$ cat src/sv/header_length_frame_deframer_unit_assert.svh
// Assertion macros shared by the deframer modules.
`ifndef HEADER_LENGTH_FRAME_DEFRAMER_UNIT_ASSERT_SVH
`define HEADER_LENGTH_FRAME_DEFRAMER_UNIT_ASSERT_SVH

// Clocked check that is switched off while reset is held.
`define HLFD_ASSERT(label, prop, msg) \
    label: assert property (@(posedge i_clk) disable iff (!i_rst_n) (prop)) else $error(msg);

// Clocked check that also holds across reset.
`define HLFD_ASSERT_ALWAYS(label, prop, msg) \
    label: assert property (@(posedge i_clk) (prop)) else $error(msg);

`endif

$ cat src/sv/hlfd_pkg.sv
`default_nettype none

package hlfd_pkg;

    localparam int BYTE_W = 8;
    localparam int POS_OUT_W = 9;
    localparam int CFG_IDX_W = 1;

    // Configuration register indexes.
    localparam logic [CFG_IDX_W-1:0] CFG_FIRST_HDR = 1'b0;
    localparam logic [CFG_IDX_W-1:0] CFG_SECOND_HDR = 1'b1;

    localparam logic [BYTE_W-1:0] FIRST_HDR_RESET = 8'h08;
    localparam logic [BYTE_W-1:0] SECOND_HDR_RESET = 8'h06;

    // Fixed bytes of a frame that are not counted by the length field.
    localparam int FRAME_OVERHEAD = 7;
    // Index of the length low byte, where an oversized length is reported.
    localparam int LEN_LOW_POS = 3;

    typedef enum logic [2:0] {
        PH_HUNT_FIRST  = 3'd0,
        PH_HUNT_SECOND = 3'd1,
        PH_LEN_HIGH    = 3'd2,
        PH_LEN_LOW     = 3'd3,
        PH_BODY        = 3'd4
    } t_phase;

    typedef struct packed {
        logic                 hit;
        logic [BYTE_W-1:0]    data;
        logic [POS_OUT_W-1:0] pos;
        logic                 last;
        logic                 err;
    } t_frm_res;

endpackage

`default_nettype wire

$ cat src/sv/hlfd_parse.sv
`default_nettype none

`include "header_length_frame_deframer_unit_assert.svh"

module hlfd_parse
    import hlfd_pkg::*;
#(
    parameter int FRAME_MAX = 512
) (
    input  wire logic              i_clk,
    input  wire logic              i_rst_n,
    input  wire logic              i_take,
    input  wire logic [BYTE_W-1:0] i_byte,
    input  wire logic [BYTE_W-1:0] i_first_hdr,
    input  wire logic [BYTE_W-1:0] i_second_hdr,
    output t_frm_res               o_res
);

    localparam int POS_W = $clog2(FRAME_MAX);
    localparam int TOT_W = 2 * BYTE_W + 1;
    localparam logic [TOT_W-1:0] FRAME_MAX_T = TOT_W'(FRAME_MAX);
    localparam logic [TOT_W-1:0] OVERHEAD_T = TOT_W'(FRAME_OVERHEAD);

    t_phase r_phase, n_phase;
    logic [BYTE_W-1:0] r_len_hi, n_len_hi;
    logic [POS_W-1:0]  r_pos, n_pos;
    // Index of the last byte of the current frame (length + 6).
    logic [POS_W-1:0]  r_last, n_last;

    logic [TOT_W-1:0]     total;
    logic [TOT_W-1:0]     last_full;
    logic [POS_W+8:0]     pos_ext;

    assign total = {1'b0, r_len_hi, i_byte} + OVERHEAD_T;
    assign last_full = total - TOT_W'(1);
    assign pos_ext = {9'd0, r_pos};

    always_ff @(posedge i_clk) begin
        if (!i_rst_n) begin
            r_phase <= PH_HUNT_FIRST;
            r_len_hi <= '0;
            r_pos <= '0;
            r_last <= '0;
        end else if (i_take) begin
            r_phase <= n_phase;
            r_len_hi <= n_len_hi;
            r_pos <= n_pos;
            r_last <= n_last;
        end
    end

    always_comb begin
        n_phase = r_phase;
        n_len_hi = r_len_hi;
        n_pos = r_pos;
        n_last = r_last;
        o_res.hit = 1'b1;
        o_res.data = i_byte;
        o_res.pos = pos_ext[POS_OUT_W-1:0];
        o_res.last = 1'b0;
        o_res.err = 1'b0;
        unique case (r_phase)
            PH_HUNT_SECOND: begin
                if (i_byte == i_second_hdr) begin
                    n_phase = PH_LEN_HIGH;
                    n_pos = r_pos + 1'b1;
                end else begin
                    o_res.hit = 1'b0;
                end
            end
            PH_LEN_HIGH: begin
                n_len_hi = i_byte;
                n_phase = PH_LEN_LOW;
                n_pos = r_pos + 1'b1;
            end
            PH_LEN_LOW: begin
                if (total > FRAME_MAX_T) begin
                    o_res.last = 1'b1;
                    o_res.err = 1'b1;
                    n_phase = PH_HUNT_FIRST;
                    n_len_hi = '0;
                    n_pos = '0;
                end else begin
                    n_last = last_full[POS_W-1:0];
                    n_phase = PH_BODY;
                    n_pos = r_pos + 1'b1;
                end
            end
            PH_BODY: begin
                if (r_pos >= r_last) begin
                    o_res.last = 1'b1;
                    n_phase = PH_HUNT_FIRST;
                    n_len_hi = '0;
                    n_pos = '0;
                end else begin
                    n_pos = r_pos + 1'b1;
                end
            end
            default: begin
                // Unused codes behave as hunting for the first header byte.
                n_len_hi = '0;
                if (i_byte == i_first_hdr) begin
                    n_phase = PH_HUNT_SECOND;
                    n_pos = POS_W'(1);
                end else begin
                    o_res.hit = 1'b0;
                    n_phase = PH_HUNT_FIRST;
                    n_pos = '0;
                end
            end
        endcase
    end

    `HLFD_ASSERT(a_hunt_pos_zero, r_phase == PH_HUNT_FIRST |-> r_pos == '0, "hunt with nonzero position")
    `HLFD_ASSERT(a_body_in_frame, r_phase == PH_BODY |-> (r_pos >= POS_W'(4)) && (r_pos <= r_last), "body position outside frame")
    `HLFD_ASSERT(a_len_low_pos, r_phase == PH_LEN_LOW |-> r_pos == POS_W'(LEN_LOW_POS), "length low byte at wrong position")

endmodule

`default_nettype wire

$ cat config.mk
export PLATFORM = sky130hd
export DESIGN_NAME = hlfd_parse
export DESIGN_NICKNAME = d
export VERILOG_FILES = /design/src/sv/hlfd_pkg.sv /design/src/sv/hlfd_parse.sv
export VERILOG_INCLUDE_DIRS = /design/src /design/src/sv
export SDC_FILE = /design/constraint.sdc
export NUM_CORES = 1
export LEC_CHECK = 0
export BUFFER_PORTS_ARGS = -buffer_cell sky130_fd_sc_hd__clkbuf_2
export CAP_MARGIN = 20
export CELL_PAD_IN_SITES_DETAIL_PLACEMENT = 0
export CELL_PAD_IN_SITES_GLOBAL_PLACEMENT = 1
export CORE_MARGIN = 5
export CORE_UTILIZATION = 44
export DETAILED_ROUTE_END_ITERATION = 10
export GPL_ROUTABILITY_DRIVEN = 0
export PLACE_DENSITY_LB_ADDON = 0.2
export SLEW_MARGIN = 20
export SYNTH_ARGS = -nofsm -noshare
export SYNTH_HDL_FRONTEND = slang
export SYNTH_SLANG_ARGS = --single-unit
$ cat constraint.sdc
create_clock -name i_clk -period 7.1 [get_ports i_clk]
set_input_delay 1.42 -clock i_clk [delete_from_list [all_inputs] [get_ports i_clk]]
set_output_delay 1.42 -clock i_clk [all_outputs]
set_load 0.005 [all_outputs]
==> results.yml <==
synthesis:
  synth.most_common_cell: "nand2_1"
  synth_cell_types: 50
  ys_seq_elements: 29
  netlist.area_leader.share_pct: 25.0
  synth_cells: 275
  synth_top_cells_by_area: "dfxtp_1, ha_1, mux2i_1, xnor2_1, xor2_1"
  synth_top_cell_by_area: "dfxtp_1"
  yosysSeqAreaShare_pct: 25.0
  yosysWarnings: 0
  synthTopCellsByCount: "nand2_1, dfxtp_1, xnor2_1"
  syn-num-nets: 317
  synth_area_um2: 2320
  synth_edf_count: 0
  synthFlopType: "dfxtp_1"
  synth.avg_cell_area_um2: 8.44
  async_flop_share_pct: 0
pwr:
  p_leak_nw: 1.16
  p_comb_share_pct: 20.6
  p_sw_share_pct: 27.9
  switching_power_mw: 0.112
  p_int_mw: 0.290
  irDropWorstVdd_uv: 104
  p_clk_share_pct: 37.3
  seqPwrFrac_pct: 42.1
  p_per_area_nw_per_um2: 154
finish:
  multiInputGateArea_um2: 1550
  syn2layout_area_growth_pct: 12.2
  stdcell_area_um2: 2610
  nets: 349
  fill_cells: 514
  seq_area_um2: 581
  n_antenna_cell: 0
  drive_gt1_share_pct: 22.4
  utilization_pct: 51.0
timing:
  setup_viol: 0
  fin_crit_ns: 5.02
  finalClockSkew_ns: 0.00833
  worst_slack_ns: 2.08
  tightest_slew_ns: 0.603
  finalCritPeriodShare_pct: 70.7
  hold_slack_ns: 0.459
  hold_viol_final: 0
  tns_ns: 0
  rsz0062_at_grt: "no"
  relSlewSlack_pct: 59.5
  drv_slew: 0
  fmax_ghz: 0.199
drt:
  dr.pass1.iters: 4
  ant_nets: 0
  num_vias: 1921
  totalWireLength_um: 5260
  drc: 0
  drt_iter0_drc: 48
  routedWlPerCell_um: 13.9
  via_per_inst: 5.08
grt:
  grt_pass1_vias: 1910
  grt_max_degree: 33
  globalRouteMet1Util_pct: 21.9
  top_usage_layer: "met2"
  groute.usage.overall_pct: 17.5
  grtUsageMet2_pct: 30.4
  grt_overflow: 0
  use_met3_pct: 3.69
  grt_pass1_wl_um: 9100
  antenna_found_initial: 0
worst_setup_path:
  crit_required_ns: 5.68
  crit_slowest_cell: "a211oi_2"
  r2r_start: "r_pos[0]"
  worst-setup-path-type: "in -> out"
  r2r_end: "r_len_hi[0]"
  arrival_ns: 3.60
  worst_setup_path_start_kind: "input port"
  crit_path_frequent_cell: "clkbuf_2"
  crit_chain: "clkbuf_2 -> inv_1 -> ha_1 -> a21bo_4 -> and2_4 -> o31a_1 -> a211oi_2 -> o21ai_0 -> and3_1 -> o21bai_1 -> clkbuf_2"
  r2r_cells: 9
  rrSetupSlack_ns: 4.59
  max_stage_delay_ns: 0.36
  cp_max_fo: 7
  crit_path_end_kind: "output port"
worst_hold_path:
  hold_path_end: "r_len_hi[5]"
  hp-start: "r_len_hi[5]"
  holdCritPathClass: "reg -> reg"
  holdPathStages: 2
place:
  io_buffers: 46
  post_dp_cell_area_um2: 2500
  dp_hpwl_um: 4190
  place_worst_setup_slack_ns: 2.08
run_status:
  status: "finished clean"
cts:
  clock_sinks: 29
  clock_latency_ns: 0.28
  cts_tree: "yes"
  clockBufferDepth: 2
  numCtsBuffers: 5
  cts.reportedPaths.clkPinSlew_ns: 0.06
  ctsResizeCount: 0
  clock-root-buffer: "clkbuf_8"
  cts.htree.levels: 2
  postCtsSetupBuffers: 0
  hold_buffers: 0
die:
  coreArea_um2: 5110
  dieArea_um2: 6830
  rows: 26
  pin_count: 47
  start_util_pct: 45.4
  die_x_um: 82.6
  die_y_um: 82.6
job:
  max-cap-violations: 0
## cell usage in the layout (no fill, tap or decap), types with 3 or more instances in the layout
master,count
or3_1,3
inv_1,13
xor2_1,18
nor2b_1,8
clkbuf_8,7
nand4_1,8
clkbuf_2,46
nor2_1,9
nand2_1,35
ha_1,15
mux2i_1,17
dfxtp_1,29
nor3b_1,9
a211oi_2,3
nand3_1,7
and2_1,6
xnor2_1,19
and3_1,5
o21ai_0,6
a21oi_1,6
nor3_1,3
## area by class of cell
type | instances | share of cell area, %
Tap cell | 70 | 3.36
Clock buffer | 7 | 3.70
Sequential cell | 29 | 22.3
Multi-Input combinational cell | 211 | 59.5
Timing Repair Buffer | 47 | 9.13
Inverter | 13 | 1.87
Clock inverter | 1 | 0.192
## power groups by stage
stage	logic, mW	clock network [mW]	registers [mW]
after floorplan	0.0637	0	0.172
after global placement	0.0832	0	0.173
after detailed placement	0.0838	0	0.173
after CTS	0.0840	0.155	0.169
after global routing	0.0920	0.166	0.170
final	0.0826	0.150	0.169
## worst max path at each step
stage / startpoint / end / slack (ns) / depth (start not counted)
2_1_floorplan: i_byte[2] / o_res[1] / 2.46 / 10
3_3_place_gp: i_byte[1] / o_res[1] / 2.15 / 11
3_5_place_dp: i_byte[1] / o_res[1] / 2.08 / 11
4_1_cts: i_byte[1] / o_res[1] / 2.08 / 11
5_1_grt: i_byte[1] / o_res[1] / 1.94 / 11
6_report: i_byte[1] / o_res[1] / 2.08 / 11
## metal layers
layer	up-vias	share of wire, %	wire length (um)
li1	1000	-	-
met1	884	47	2460
met2	35	49	2580
met3	2	3.5	185
met4	0	0.57	30
met5	-	0	0
## registers in the layout, indices dropped and copies added, names as in the netlist
register,cells
r_last,9
r_phase,3
r_len_hi,8
r_pos,9
## logic make-up (layout without fill, tap and decap cells)
kind of cell    count (synthesis)  in the layout  synth area share [%]
simple gates                  106            106                  25.1
xor+xnor                       38             38                  14.7
buf+inv                        35             68                  8.25
compound gates                 34             34                  11.1
flops                          29             29                  25.0
mux                            18             18                  7.82
fa+ha+maj                      15             15                  8.09
## metrics by stage
step                      std cells  total power, mW
after detailed placement        370            0.257
after CTS                       378            0.408
after global placement          370            0.256
after floorplan                 275            0.236
after global routing            378            0.428
final                           378            0.402
## critical path: cells and delay by family
kind,cells,cell delay (ns)
AO/OA/AOI/OAI,5,1.19
AND/OR/NAND/NOR,2,0.39
buffers and inverters,3,0.37
adder cells (fa/ha/maj),1,0.23
Note: power is estimated with default switching activity, not from simulation.
